<file path="src/hw/rtl/ntfp_pkg.sv">
package ntfp_pkg;

  // fixed geometry of the parser
  localparam int unsigned MAX_NESTING   = 64;
  localparam int unsigned POSITION_BITS = 24;

  localparam int unsigned BYTE_W  = 8;
  localparam int unsigned EVENT_W = 4;
  localparam int unsigned DEPTH_W = $clog2(MAX_NESTING);
  localparam int unsigned POS_W   = POSITION_BITS;

  // stream widths
  localparam int unsigned IN_DATA_W  = 8;
  localparam int unsigned OUT_DATA_W = 64;
  localparam int unsigned OUT_USER_W = 8;

  localparam logic [BYTE_W-1:0] CH_NUL    = 8'h00;
  localparam logic [BYTE_W-1:0] CH_TAB    = 8'h09;
  localparam logic [BYTE_W-1:0] CH_LF     = 8'h0a;
  localparam logic [BYTE_W-1:0] CH_VT     = 8'h0b;
  localparam logic [BYTE_W-1:0] CH_FF     = 8'h0c;
  localparam logic [BYTE_W-1:0] CH_CR     = 8'h0d;
  localparam logic [BYTE_W-1:0] CH_SPACE  = 8'h20;
  localparam logic [BYTE_W-1:0] CH_QUOTE  = 8'h22;
  localparam logic [BYTE_W-1:0] CH_HASH   = 8'h23;
  localparam logic [BYTE_W-1:0] CH_DIG_LO = 8'h30;
  localparam logic [BYTE_W-1:0] CH_DIG_HI = 8'h39;
  localparam logic [BYTE_W-1:0] CH_UC_LO  = 8'h41;
  localparam logic [BYTE_W-1:0] CH_UC_HI  = 8'h5a;
  localparam logic [BYTE_W-1:0] CH_LBRACK = 8'h5b;
  localparam logic [BYTE_W-1:0] CH_RBRACK = 8'h5d;
  localparam logic [BYTE_W-1:0] CH_UNDER  = 8'h5f;
  localparam logic [BYTE_W-1:0] CH_LC_LO  = 8'h61;
  localparam logic [BYTE_W-1:0] CH_LC_HI  = 8'h7a;
  localparam logic [BYTE_W-1:0] CH_LBRACE = 8'h7b;
  localparam logic [BYTE_W-1:0] CH_RBRACE = 8'h7d;

  typedef enum logic [EVENT_W-1:0] {
    EV_SKIP   = 4'd0,
    EV_NAME   = 4'd1,
    EV_QOPEN  = 4'd2,
    EV_SBYTE  = 4'd3,
    EV_QCLOSE = 4'd4,
    EV_OOPEN  = 4'd5,
    EV_LOPEN  = 4'd6,
    EV_OCLOSE = 4'd7,
    EV_LCLOSE = 4'd8,
    EV_OK     = 4'd9,
    EV_ERROR  = 4'd10,
    EV_HALTED = 4'd11
  } event_e;

  typedef enum logic [1:0] {
    MODE_NORMAL  = 2'd0,
    MODE_NAME    = 2'd1,
    MODE_STRING  = 2'd2,
    MODE_COMMENT = 2'd3
  } mode_e;

  typedef enum logic [3:0] {
    K_OTHER, K_SPACE, K_CR, K_LF, K_NAME, K_QUOTE,
    K_LBRACE, K_RBRACE, K_LBRACKET, K_RBRACKET, K_COMMENT
  } kind_e;

  typedef struct packed {
    logic push;
    logic pop;
    logic is_obj;
  } stack_op_t;

  function automatic kind_e kind_of(input logic [BYTE_W-1:0] b);
    kind_e k;
    k = K_OTHER;
    if (b == CH_NUL || b == CH_TAB || b == CH_VT || b == CH_FF || b == CH_SPACE) begin
      k = K_SPACE;
    end else if (b == CH_CR) begin
      k = K_CR;
    end else if (b == CH_LF) begin
      k = K_LF;
    end else if ((b >= CH_DIG_LO && b <= CH_DIG_HI) || (b >= CH_UC_LO && b <= CH_UC_HI) ||
                 (b >= CH_LC_LO && b <= CH_LC_HI) || b == CH_UNDER) begin
      k = K_NAME;
    end else if (b == CH_QUOTE) begin
      k = K_QUOTE;
    end else if (b == CH_LBRACE) begin
      k = K_LBRACE;
    end else if (b == CH_RBRACE) begin
      k = K_RBRACE;
    end else if (b == CH_LBRACK) begin
      k = K_LBRACKET;
    end else if (b == CH_RBRACK) begin
      k = K_RBRACKET;
    end else if (b == CH_HASH) begin
      k = K_COMMENT;
    end
    return k;
  endfunction

endpackage

</file>
<file path="src/hw/rtl/ntfp_stack.sv">
module ntfp_stack (
  input  logic                              clk_i,
  input  logic                              rst_ni,
  input  ntfp_pkg::stack_op_t               op_i,
  output logic [ntfp_pkg::DEPTH_W-1:0]      depth_o,
  output logic                              top_is_obj_o
);
  import ntfp_pkg::*;

  localparam int unsigned DW = DEPTH_W;

  logic          frame_mem [MAX_NESTING];
  logic [DW-1:0] dp_q, dp_d;
  logic          top_q, top_d;
  logic          below_q;

  always_comb begin
    dp_d  = dp_q;
    top_d = top_q;
    if (op_i.push) begin
      dp_d  = DW'(dp_q + 1'b1);
      top_d = op_i.is_obj;
    end else if (op_i.pop) begin
      dp_d  = DW'(dp_q - 1'b1);
      // the root frame is never written to the memory
      top_d = (dp_q == DW'(1)) ? 1'b1 : below_q;
    end
  end

  always_ff @(posedge clk_i or negedge rst_ni) begin
    if (!rst_ni) begin
      dp_q  <= '0;
      top_q <= 1'b1;
    end else begin
      dp_q  <= dp_d;
      top_q <= top_d;
    end
  end

  // frame flags, read ahead at the slot below the next top
  always_ff @(posedge clk_i) begin
    if (op_i.push) begin
      frame_mem[DW'(dp_q + 1'b1)] <= op_i.is_obj;
    end
    below_q <= frame_mem[DW'(dp_d - 1'b1)];
  end

  assign depth_o      = dp_q;
  assign top_is_obj_o = top_q;

endmodule

</file>
<file path="src/hw/rtl/nested_text_format_parser.sv">
// channel  | dir | signals                        | payload
// s_axis   | in  | tvalid tready tdata tlast      | tdata: text_byte; tlast: end_of_text
// m_axis   | out | tvalid tready tdata tuser      | tuser: event_res; tdata: token, pos
//
// one item per cycle sustained while the output is not stalled; each item is held in the input register
// and is then classified and applied to the parser state
// the frame stack is a memory read ahead at the slot one below the top
// reset clears all control state; the stack memory needs no clearing pass
// a stalled output register stops the input register, which takes one more item
module nested_text_format_parser (
  input  logic                                clk_i,
  input  logic                                rst_ni,
  input  logic                                s_axis_tvalid,
  output logic                                s_axis_tready,
  input  logic [ntfp_pkg::IN_DATA_W-1:0]      s_axis_tdata,  // [7:0] text_byte
  input  logic                                s_axis_tlast,  // end_of_text
  output logic                                m_axis_tvalid,
  input  logic                                m_axis_tready,
  // [7:0] token_byte, [8] name_start, [14:9] nest_depth, [38:15] line_number,
  // [62:39] column_number, [63] zero
  output logic [ntfp_pkg::OUT_DATA_W-1:0]     m_axis_tdata,
  output logic [ntfp_pkg::OUT_USER_W-1:0]     m_axis_tuser   // [3:0] event_res, [7:4] zero
);
  import ntfp_pkg::*;

  localparam int unsigned DW = DEPTH_W;
  localparam int unsigned PB = POS_W;

  // input register
  logic              in_valid_q;
  logic [BYTE_W-1:0] in_byte_q;
  logic              in_end_q;

  // parser state
  mode_e             mode_q, mode_d;
  logic              pcr_q, pcr_d;
  logic              thv_q, thv_d;
  logic              halt_q, halt_d;
  logic [PB-1:0]     line_q, line_d;
  logic [PB-1:0]     col_q, col_d;

  // output register
  logic              out_valid_q;
  event_e            ev_q;
  logic [BYTE_W-1:0] tok_q;
  logic              nstart_q;
  logic [DEPTH_W-1:0] depth_q;
  logic [POS_W-1:0]  line_out_q;
  logic [POS_W-1:0]  col_out_q;

  logic              out_free, fire;
  stack_op_t         op, stack_op;
  logic [DW-1:0]     dp;
  logic              top_obj;
  logic [DW-1:0]     dp_next;

  event_e            ev;
  logic [BYTE_W-1:0] tok;
  logic              nstart;
  logic              done, fail;
  kind_e             kind;
  logic [PB-1:0]     col_adv;
  logic [PB-1:0]     line_adv;
  logic              full;

  assign out_free      = !out_valid_q || m_axis_tready;
  assign fire          = in_valid_q && out_free;
  assign s_axis_tready = !in_valid_q || out_free;

  assign stack_op = fire ? op : '0;

  ntfp_stack u_stack (
    .clk_i       (clk_i),
    .rst_ni      (rst_ni),
    .op_i        (stack_op),
    .depth_o     (dp),
    .top_is_obj_o(top_obj)
  );

  assign col_adv  = (col_q != '1) ? PB'(col_q + 1'b1) : col_q;
  assign line_adv = (line_q != '1) ? PB'(line_q + 1'b1) : line_q;
  assign full     = (dp == DW'(MAX_NESTING - 1));
  assign kind     = kind_of(in_byte_q);
  assign dp_next  = op.push ? DW'(dp + 1'b1) : (op.pop ? DW'(dp - 1'b1) : dp);

  always_comb begin
    ev     = EV_SKIP;
    tok    = '0;
    nstart = 1'b0;
    mode_d = mode_q;
    pcr_d  = pcr_q;
    thv_d  = thv_q;
    halt_d = halt_q;
    line_d = line_q;
    col_d  = col_q;
    op     = '0;
    done   = 1'b0;
    fail   = 1'b0;
    if (halt_q) begin
      ev = EV_HALTED;
    end else if (in_end_q) begin
      ev     = (mode_q == MODE_STRING || dp != '0) ? EV_ERROR : EV_OK;
      pcr_d  = 1'b0;
      halt_d = 1'b1;
    end else begin
      pcr_d = 1'b0;
      unique case (mode_q)
        MODE_STRING: begin
          done = 1'b1;
          if (in_byte_q == CH_QUOTE) begin
            ev     = EV_QCLOSE;
            mode_d = MODE_NORMAL;
            col_d  = col_adv;
          end else if (in_byte_q == CH_LF || in_byte_q == CH_CR) begin
            ev     = EV_ERROR;
            halt_d = 1'b1;
          end else begin
            ev    = EV_SBYTE;
            tok   = in_byte_q;
            col_d = col_adv;
          end
        end
        MODE_COMMENT: begin
          // a comment ends before a line break or a zero byte
          if (in_byte_q == CH_LF || in_byte_q == CH_CR || in_byte_q == CH_NUL) begin
            mode_d = MODE_NORMAL;
          end else begin
            done  = 1'b1;
            col_d = col_adv;
          end
        end
        MODE_NAME: begin
          if (kind == K_NAME) begin
            done  = 1'b1;
            ev    = EV_NAME;
            tok   = in_byte_q;
            col_d = col_adv;
          end else begin
            mode_d = MODE_NORMAL;
          end
        end
        default: ;
      endcase
      if (!done) begin
        if (pcr_q && in_byte_q == CH_LF) begin
          // lf right after cr: same line break
          col_d = '0;
        end else begin
          unique case (kind)
            K_SPACE: col_d = col_adv;
            K_CR: begin
              line_d = line_adv;
              col_d  = '0;
              pcr_d  = 1'b1;
            end
            K_LF: begin
              line_d = line_adv;
              col_d  = '0;
            end
            K_NAME: begin
              if (!top_obj) begin
                fail = 1'b1;
              end else begin
                ev     = EV_NAME;
                tok    = in_byte_q;
                nstart = 1'b1;
                thv_d  = 1'b1;
                mode_d = MODE_NAME;
                col_d  = col_adv;
              end
            end
            K_QUOTE: begin
              if (!thv_q) begin
                fail = 1'b1;
              end else begin
                ev     = EV_QOPEN;
                mode_d = MODE_STRING;
                col_d  = col_adv;
              end
            end
            K_LBRACE, K_LBRACKET: begin
              if (!thv_q || full) begin
                fail = 1'b1;
              end else begin
                op.push   = 1'b1;
                op.is_obj = (kind == K_LBRACE);
                thv_d     = (kind != K_LBRACE);
                ev        = (kind == K_LBRACE) ? EV_OOPEN : EV_LOPEN;
                col_d     = col_adv;
              end
            end
            K_RBRACE: begin
              if (!top_obj || dp == '0) begin
                fail = 1'b1;
              end else begin
                op.pop = 1'b1;
                thv_d  = 1'b1;
                ev     = EV_OCLOSE;
                col_d  = col_adv;
              end
            end
            K_RBRACKET: begin
              if (top_obj || dp == '0) begin
                fail = 1'b1;
              end else begin
                op.pop = 1'b1;
                thv_d  = 1'b1;
                ev     = EV_LCLOSE;
                col_d  = col_adv;
              end
            end
            K_COMMENT: begin
              mode_d = MODE_COMMENT;
              col_d  = col_adv;
            end
            default: fail = 1'b1;
          endcase
        end
        if (fail) begin
          ev     = EV_ERROR;
          tok    = '0;
          nstart = 1'b0;
          halt_d = 1'b1;
        end
      end
    end
  end

  always_ff @(posedge clk_i or negedge rst_ni) begin
    if (!rst_ni) begin
      in_valid_q  <= 1'b0;
      out_valid_q <= 1'b0;
      mode_q      <= MODE_NORMAL;
      pcr_q       <= 1'b0;
      thv_q       <= 1'b0;
      halt_q      <= 1'b0;
      line_q      <= PB'(1);
      col_q       <= '0;
    end else begin
      if (s_axis_tvalid && s_axis_tready) begin
        in_valid_q <= 1'b1;
      end else if (fire) begin
        in_valid_q <= 1'b0;
      end
      if (fire) begin
        out_valid_q <= 1'b1;
        mode_q      <= mode_d;
        pcr_q       <= pcr_d;
        thv_q       <= thv_d;
        halt_q      <= halt_d;
        line_q      <= line_d;
        col_q       <= col_d;
      end else if (m_axis_tready) begin
        out_valid_q <= 1'b0;
      end
    end
  end

  always_ff @(posedge clk_i) begin
    if (s_axis_tvalid && s_axis_tready) begin
      in_byte_q <= s_axis_tdata[BYTE_W-1:0];
      in_end_q  <= s_axis_tlast;
    end
    if (fire) begin
      ev_q       <= ev;
      tok_q      <= tok;
      nstart_q   <= nstart;
      depth_q    <= DEPTH_W'(dp_next);
      line_out_q <= POS_W'(line_q);
      col_out_q  <= POS_W'(col_adv);
    end
  end

  assign m_axis_tvalid = out_valid_q;
  assign m_axis_tdata  = {1'b0, col_out_q, line_out_q, depth_q, nstart_q, tok_q};
  assign m_axis_tuser  = {(OUT_USER_W - EVENT_W)'(0), ev_q};

  a_halt_sticks: assert property (@(posedge clk_i) disable iff (!rst_ni)
    halt_q |=> halt_q)
    else $error("halted state released");

  a_halt_no_stack: assert property (@(posedge clk_i) disable iff (!rst_ni)
    halt_q |-> !stack_op.push && !stack_op.pop)
    else $error("stack moved while halted");

  a_ok_at_root: assert property (@(posedge clk_i) disable iff (!rst_ni)
    (out_valid_q && ev_q == EV_OK) |-> (dp == '0 && halt_q))
    else $error("ok reported away from root");

  a_name_start_mode: assert property (@(posedge clk_i) disable iff (!rst_ni)
    (out_valid_q && nstart_q) |-> (mode_q == MODE_NAME && thv_q))
    else $error("name start without name mode");

endmodule
</file>
<file path="config.mk">
export PLATFORM = sky130hd
export DESIGN_NAME = nested_text_format_parser
export DESIGN_NICKNAME = d
export VERILOG_FILES = /design/src/hw/rtl/ntfp_pkg.sv /design/src/hw/rtl/ntfp_stack.sv /design/src/hw/rtl/nested_text_format_parser.sv
export SDC_FILE = /design/constraint.sdc
export NUM_CORES = 1
export LEC_CHECK = 0
export BUFFER_PORTS_ARGS = -buffer_cell sky130_fd_sc_hd__buf_2
export CAP_MARGIN = 10
export CORE_MARGIN = 3
export CORE_UTILIZATION = 60
export CTS_CLUSTER_SIZE = 25
export DETAILED_ROUTE_END_ITERATION = 10
export GPL_ROUTABILITY_DRIVEN = 1
export GPL_TIMING_DRIVEN = 0
export PLACE_DENSITY = 0.8
export SETUP_SLACK_MARGIN = 0.4
export SKIP_CTS_REPAIR_TIMING = 1
export SYNTH_ARGS = -nofsm -noshare
export SYNTH_HDL_FRONTEND = slang
export SYNTH_SLANG_ARGS = --single-unit
</file>
<file path="constraint.sdc">
create_clock -name clk_i -period 6.6 [get_ports clk_i]
set_clock_uncertainty 0.1 [all_clocks]
set_input_delay 1.32 -clock clk_i [delete_from_list [all_inputs] [get_ports clk_i]]
set_output_delay 1.32 -clock clk_i [all_outputs]
set_load 0.05 [all_outputs]
</file>
Word-level counts from Yosys, hierarchy flattened
Memory sizes are Yosys's and may differ from the RTL's. A register that Yosys moved wholly into a read port is not among the register bits.
Index checks and enable logic that the tools add are counted.
- bits in registers: 138
- RAM bits: 64
- input port bits: 13
- memories: 1
- memory list (name ; words ; bits a word ; read ports ; clocked after memory_dff ; wr ports ; RTL line ; source):
    u_stack.frame_mem ; 64 ; 1 ; 1 ; 1 ; 1 ; ntfp_stack.sv:12 ; logic frame_mem [MAX_NESTING];
- add/sub/neg operators: 5
- magnitude comparators: 6
- equal/unequal tests: 35
- muxes and demuxes: 115
- bitwise operators: 5
- reduce and logical (&&, ||, !) cells: 42
- operator list (kind ; number):
    $mux W24 ; 12
    $pmux W24 S7 ; 1
    $mux W4 ; 21
    $pmux W24 S3 ; 1
    $mux W8 ; 8
    $add A24 B1 Y24 const B ; 2
    $ne A24 B24 Y1 const B ; 2
    $mux W1 ; 45
    $eq A8 B4 Y1 const B ; 5
    $eq A8 B7 Y1 const B ; 5
    $eq A8 B6 Y1 const B ; 3
    $mux W6 ; 4
    $pmux W4 S5 ; 1
    $mux W2 ; 9
    $eq A4 B3 Y1 const B ; 4
    $ge A8 B7 Y1 const B ; 2
    $le A8 B7 Y1 const B ; 2
    $pmux W8 S2 ; 1
    $logic_or A1 B1 Y1 ; 15
    $mux W3 ; 5
    $eq A4 B4 Y1 const B ; 3
    $pmux W2 S3 ; 2
    $sub A6 B1 Y6 const B ; 2
    $reduce_and A10 Y1 ; 1
    31 further kinds ; 52

Logic depth before layout (Yosys ltp)
Gate-level depths: netlist (run 1).
- depth in word-level cells: 23
- gate-level depth with buffers: 19
- mapped depth without buffers: 16

Modules after synthesis
A second synthesis (run 1) with hierarchy kept.
- cell total of the unflattened synthesis: 961
- area, all modules: 10641.5 µm²
- modules (own cells, without submodules) (module ; instances ; cells an instance ; area each (µm²) ; sequential area each (µm²)):
    nested_text_format_parser ; 1 ; 661 ; 6950.4 ; 3659.8
    ntfp_stack ; 1 ; 300 ; 3691.0 ; 2118.3

Worst setup path after synthesis (run 1)
No wires, ideal clock.
- path kind: input to register
- start: input m_axis_tready
- end: memory u_stack.frame_mem[0], data pin
- arrival time: 5.097 ns
- required time: 5.810 ns
- setup slack: 0.713 ns
- cell stages on the path: 7
- cells stage by stage: nand2b_1 nand2_1 nor3_1 nand2_1 a21o_1 clkbuf_1 nor3_1
- RTL lines (what ; RTL line ; source):
    start, declared ; nested_text_format_parser.sv:18 ; input logic m_axis_tready,
    end, declared ; ntfp_stack.sv:12 ;

Final worst setup path (run 1)
- start: register u_stack.dp_q[0], in the netlist u_stack.depth_o[0]
- end: register u_stack.below_q (read register of u_stack.frame_mem)
- longest elaborated chain between the ends: 12
- ends and longest elaborated chain (what ; RTL line ; source):
    start, declared ; ntfp_stack.sv:13 ; logic [DW-1:0] dp_q, dp_d;
    start signal, assigned ; ntfp_stack.sv:35 ; dp_q <= dp_d;
    $logic_not A6 Y1 ; nested_text_format_parser.sv:193, nested_text_format_parser.sv:203 ;
    $logic_or A1 B1 Y1 (on tied branches) ; nested_text_format_parser.sv:203, nested_text_format_parser.sv:193 ;
    $mux W1 (on tied branches) ; nested_text_format_parser.sv:203, nested_text_format_parser.sv:193 ;
    $pmux W1 S2 ; nested_text_format_parser.sv:149 ; unique case (kind)
    $mux W3 ; nested_text_format_parser.sv:145 ; if (pcr_q && in_byte_q == CH_LF) begin
    $mux W3 ; nested_text_format_parser.sv:144 ; if (!done) begin
    $mux W3 ; nested_text_format_parser.sv:101 ; end else if (in_end_q) begin
    $mux W3 ; nested_text_format_parser.sv:99 ; if (halt_q) begin
    $mux W3 ; nested_text_format_parser.sv:70 ; assign stack_op = fire ? op : '0;
    $mux W6 ; ntfp_stack.sv:23 ; end else if (op_i.pop) begin
    $mux W6 (*) ; ntfp_stack.sv:20 ; if (op_i.push) begin
    $sub A6 B1 Y6 (*) ; ntfp_stack.sv:45 ; below_q <= frame_mem[DW'(dp_d - 1'b1)];
    end, declared ; ntfp_stack.sv:15 ; logic below_q;
Mark *: on every way between the ends. The rest lies on a longest branch, timed or not.
A chain may end at the register's enable or synchronous reset.

==> impl_metrics.ini, run 1 <==
[critical_path]
crit_type = reg -> reg
slowest_stage = a2111oi_1
critical_path_peak_fanout = 10
r2r-start = u_stack.depth_o[0]
crit_chain = clkbuf_1, inv_2, ha_1, or3b_2, o31ai_2, nor3_4, nor3_1, a211o_4, xnor2_4, buf_4, buf_4, ha_1, buf_1, clkbuf_2, nand2_1, o211ai_1, o21ai_0, a2111oi_1, a211oi_2
reg2reg_depth = 19
arrival_ns = 6.01
r2r_slack_ns = 0.86
start_kind = register
crit_required_ns = 6.87
r2r_end = u_stack.below_q
cp-end-kind = register
startpoint = u_stack.depth_o[0]
slowest_delay_ns = 0.58

[synth]
synth_top_area_cell = edfxtp_1
synth-seq-cells = 203
synth-edff-count = 140
synth.area.top_cells = edfxtp_1 40%, dfrtp_1 14%, mux2i_1 4.3%
syn_area_um2 = 10400
yosys_warnings = 0
synth_cells = 947
ys_top_cells_by_count = 140 x edfxtp_1, 107 x nor2_1, 77 x nand2_1
avgSynthCellArea_um2 = 11.0
async_flop_share_pct = 30.5
synth-main-ff-cell = edfxtp_1
synth_top_area_share_pct = 40.4
synth.most_common_cell = edfxtp_1
ys_seq_area_share_pct = 55.5
yosysUniqueCellTypes = 85

[status]
status = complete, no violations

[global_route]
grt_pass1_vias = 7288
grt_max_degree = 63
grt_overflow = 0
grt_pass1_wl_um = 38000
grtUsageTotal_pct = 25.5
antenna_found_initial = 0

[power_and_ir_drop]
p_per_area_nw_per_um2 = 238
p_leak_nw = 4.45
ir_worst_vdd_mv = 0.236
p_total_mw = 2.83

[floorplan]
fp.dieH_um = 138
die_x_um = 138
rows = 47
core-area_um2 = 16800
die_area_um2 = 19000
initial_utilization_pct = 62.1
pin_count = 87

[place]
hpwl_um = 16500
placed_area_um2 = 11200
place_congestion = 0.933
io_buffers = 81

[finish]
antenna_cells = 0
fin_area_um2 = 11900
nFillCells = 1242
syn_to_final_growth_pct = 14.0
drive_gt1_share_pct = 15.6
nNetsFinal = 1082

[clock_tree]
h-tree-depth = 1
cts-root-buf = clkbuf_16
clock_path_buffers = 3
cts.sinks = 203
cts_buffers = 21
cts_tree = done
clk-insertion-delay-late_ns = 0.51
clk_pin_slew_ns = 0.06

[worst_hold_path]
hold_class = reg -> reg
min-delay-start = line_q[17]
hold-path-cell-count = 1
holdPathEnd = line_q[17]

[timing]
finalSetupViolations = 0
slew_viol_final = 0
fin_crit_sh_pct = 87.0
rsz0062_at_grt = no
clock.fmax_mhz = 174
slew_headroom_pct = 8.91
finalHoldViolations = 0
finalCriticalPeriod_ns = 5.74
tightest_slew_ns = 1.36

[routing]
firstDrtPassIters = 6
vias = 7886
detail-route-antenna-nets = 0
vias_per_cell = 6.09
drt_first_iter_violations = 839
wirelength_um = 24000
drc = 0
routedWlPerCell_um = 18.5

[flow_run]
cap_violations = 0
## per-stage QoR
stage	setup TNS (ns)	util [%]	cells	hold slack, ns	setup slack (ns)
after floorplan	0	-	951	0.354	0.713
after global routing	0	70.8	1294	0.414	0.415
final	0	70.8	1294	0.386	0.859
after global placement	-114.03	66.3	1252	0.366	-1.77
after detailed placement	0	66.6	1256	0.380	0.00896
after CTS	0	70.8	1294	0.395	0.351
## cells by family (layout without fill, tap and decap cells)
logic type / after synthesis / after routing / share of synthesized area [%]
buf+inv: 72 / 195 / 3.08
other cells: 1 / 5 / 0.0360
xor+xnor: 68 / 68 / 6.26
flops: 203 / 203 / 55.5
mux: 52 / 52 / 5.37
fa+ha+maj: 10 / 10 / 1.20
simple gates: 366 / 366 / 17.4
compound gates: 175 / 175 / 11.1
## worst max-delay path: cells and delay by family (launching register included)
family          cells  cell delay [ns]
compound gates      6             1.60
xor+xnor            1             0.20
fa+ha+maj           2             0.41
buf+inv             6             1.90
flops               1             0.40
simple gates        4             0.98
## worst max path at each step
| stage | endpoint | slack [ns] |
|---|---|---|
| finish | u_stack.below_q | 0.86 |
| global route | u_stack.below_q | 0.41 |
| CTS | u_stack.below_q | 0.35 |
| detailed placement | u_stack.below_q | 0.009 |
| global placement | u_stack.frame_mem[48] | -1.77 |
| floorplan | u_stack.frame_mem[0] | 0.71 |
## routing by layer
layer | part of all wire [%] | up-vias | track usage, % | wire length (um)
met5 | 0 | - | 0 | 0
met1 | 42 | 3783 | 35.8 | 10000
li1 | - | 3680 | - | -
met4 | 3.0 | 0 | 9.11 | 725
met2 | 47 | 366 | 40.6 | 11300
met3 | 8.1 | 57 | 3.98 | 1950
## layout make-up
class / instances / area [um^2] / area share, %
flip-flops and latches: 203 / 5780 / 48.7
multi-input cells: 676 / 4340 / 36.5
clock buffers: 29 / 596 / 5.02
repair buffers: 85 / 458 / 3.86
well taps: 220 / 275 / 2.32
plain buffers: 47 / 228 / 1.92
clock inverters: 9 / 105 / 0.885
inverters: 25 / 93.8 / 0.790
## flip-flops by register name (all words and copies together) (netlist names), 2 cells and up
signal and count:
u_stack.depth_o 6, mode_q 2, line_q 24, depth_q 6, line_out_q 24, col_out_q 24
u_stack.frame_mem 64, in_byte_q 8, tok_q 8, ev_q 4, col_q 24
## cells in the final DEF, fill, tap and decap left out, types with 9 or more instances in the layout
cell type / synthesis / final
buf_2: 4 / 84
edfxtp_1: 140 / 140
clkbuf_16: 0 / 21
o21ai_0: 57 / 57
dfrtp_1: 60 / 60
ha_1: 10 / 10
and3_1: 18 / 18
and2_1: 12 / 12
clkbuf_1: 27 / 31
nand3_1: 53 / 53
nand2_1: 77 / 77
inv_1: 23 / 22
nor3_1: 23 / 21
buf_4: 10 / 12
nor2_1: 107 / 107
mux2i_1: 45 / 45
xor2_1: 17 / 17
a21oi_1: 32 / 32
nand2b_1: 9 / 9
xnor2_1: 48 / 48
nand4_1: 14 / 14
## power breakdown
group	internal, mW	switching, mW
Sequential	1.39	0.0120
Combinational	0.0470	0.179
Clock	0.712	0.485
Total	2.15	0.676
(Power assumes the default switching activity.)
==> run 2, diff against run 1 <==
--- a/config.mk
+++ b/config.mk
@@ -13,7 +13,7 @@
 export DETAILED_ROUTE_END_ITERATION = 10
 export GPL_ROUTABILITY_DRIVEN = 1
 export GPL_TIMING_DRIVEN = 0
-export PLACE_DENSITY = 0.8
+export PLACE_DENSITY = 0.88
 export SETUP_SLACK_MARGIN = 0.4
 export SKIP_CTS_REPAIR_TIMING = 1
 export SYNTH_ARGS = -nofsm -noshare
==> run 2 against run 1 <==
Final area unchanged. Flip-flop and latch count did not move. Setup slack lost 0.014 ns. Critical endpoint unchanged. Die area is the same. Fmax fell by 0.24%. Critical path type unchanged. Count of clock-buffer cells in the layout is 4 lower. Sequential power hardly changed. Sequential share of layout area did not move. Global-route usage up 0.46 points.
==> impl_metrics.ini, run 2 (same netlist as run 1, synthesis figures left out) <==
[status]
status = complete, no violations

[floorplan]
die_area_um2 = 19000
core-area_um2 = 16800
initial_utilization_pct = 62.1
fp.dieH_um = 138
pin_count = 87
die_x_um = 138
rows = 47

[routing]
wl_met1_um = 9960
dr_wl_met2_um = 11900
drt_first_iter_violations = 1124
drc = 0
routedWlPerCell_um = 19.0
vias = 8038
firstDrtPassIters = 5
wirelength_um = 24600
wl_met3_um = 2170
top_layer = met4
detail-route-antenna-nets = 0
vias_per_cell = 6.21

[critical_path]
crit_path_frequent_cell = nand2_1
r2r_end = u_stack.below_q
crit_type = reg -> reg
r2r-start = in_byte_q[3]
cp-end-kind = register
arrival_ns = 6.01
crit_required_ns = 6.86
slowest_delay_ns = 0.61
start_kind = register
crit_chain = buf_2, nand4b_1, o31ai_1, a21boi_0, a211o_1, nand2_1, nand2_1, nor3_1, nand2_1, xnor2_1, o21a_1, ha_1, buf_1, clkbuf_2, nand2_1, o211ai_1, o21ai_0, a2111oi_0, a211oi_2
r2r_slack_ns = 0.85
critical_path_peak_fanout = 10
startpoint = in_byte_q[3]
slowest_stage = a2111oi_0
reg2reg_depth = 19

[finish]
largest_reg_flops = 64
layout_commonest_cell = edfxtp_1
fin_area_um2 = 11900
post-route-util_pct = 70.8
nFillCells = 1202
layout_common_cells = 140 x edfxtp_1, 107 x nor2_1, 84 x buf_2
drive_gt1_share_pct = 15.8
nNetsFinal = 1082
syn_to_final_growth_pct = 14.0
top_register = u_stack.frame_mem
regArea_um2 = 5780
finalNonFillerCells = 1294
antenna_cells = 0
multi_input_area_um2 = 4340

[flow_run]
cap_violations = 0

[timing]
finalHoldViolations = 0
clock.fmax_mhz = 174
finalCriticalPeriod_ns = 5.75
finalSetupViolations = 0
tightest_slew_ns = 1.12
slew_viol_final = 0
slew_headroom_pct = 24.9
fin_crit_sh_pct = 87.2
rsz0062_at_grt = no
tns_ns = 0

[clock_tree]
clk_pin_slew_ns = 0.06
h-tree-depth = 1
cts_buffers = 21
cts_tree = done
clock_path_buffers = 3
cts.sinks = 203
clk-insertion-delay-late_ns = 0.50
cts-root-buf = clkbuf_16

[power_and_ir_drop]
p_leak_nw = 4.45
p_total_mw = 2.81
ir_worst_vdd_mv = 0.215
swShare_pct = 24.1
p_int_mw = 2.14
p_per_area_nw_per_um2 = 237
comb_power_share_pct = 8.1
p_seq_share_pct = 49.9
p_sw_uw = 679
clkPwrFrac_pct = 42.0

[global_route]
grt_overflow = 0
antenna_found_initial = 0
grt_pass1_wl_um = 39100
grt_max_degree = 63
grtUsageTotal_pct = 26.0
grt_pass1_vias = 7886

[worst_hold_path]
hold-path-cell-count = 1
hold_class = reg -> reg
holdPathEnd = m_axis_tvalid
min-delay-start = in_valid_q

[place]
place_congestion = 0.912
hpwl_um = 17100
placedCellCount = 1256
placed_area_um2 = 11200
io_buffers = 81
[run 2: changes by cell type in the layout (fill, tap and decap cells not counted)]
cell,before,now
a2111oi_1,1,0
buf_8,0,1
a2111oi_0,1,2
clkbuf_1,31,28
clkinv_1,0,1
buf_4,12,11
clkinv_2,4,7
clkbuf_8,4,3
[run 2: worst max path at each step]
stage                                end  depth (start not counted)
CTS                      u_stack.below_q                         17
global route             u_stack.below_q                         19
floorplan           u_stack.frame_mem[0]                          7
detailed placement       u_stack.below_q                         17
finish                   u_stack.below_q                         19
global placement    u_stack.frame_mem[1]                          8
[run 2: worst max-delay path: cells and delay by family, from the launching register on]
family | cells | cell delay (ns)
xor gates and xnor gates | 1 | 0.21
and+or+nand+nor | 6 | 1.55
DFF | 1 | 0.38
adders and majority gates | 1 | 0.27
buffers and inverters | 3 | 1.08
AOI/OAI and AO/OA | 8 | 2.02
[run 2: power groups by stage]
stage               combinational (mW)  sequential [mW]  clock [mW]
finish                           0.228             1.40        1.18
global placement                 0.219             1.43           0
global route                     0.242             1.41        1.25
CTS                              0.226             1.40        1.20
detailed placement               0.225             1.43           0
floorplan                       0.0800             1.51           0
[run 2: per-stage QoR]
stage	setup slack (ns)	hold WS, ns
after floorplan	0.713	0.354
after global placement	-1.78	0.363
after detailed placement	-0.100	0.384
after CTS	0.442	0.400
after global routing	0.519	0.412
final	0.845	0.392
[run 2: area by class of cell]
class	instances	area share, %
Buffer	47	1.92
Clock buffer	25	4.81
Clock inverter	13	1.04
Inverter	25	0.790
Multi-Input combinational cell	676	36.5
Sequential cell	203	48.7
Tap cell	220	2.32
Timing Repair Buffer	85	3.92
[run 2: metal layers]
layer	vias up	global-route usage (%)
met1	3880	34.8
li1	3686	-
met4	0	9.00
met3	61	3.94
met5	-	0
met2	411	43.5
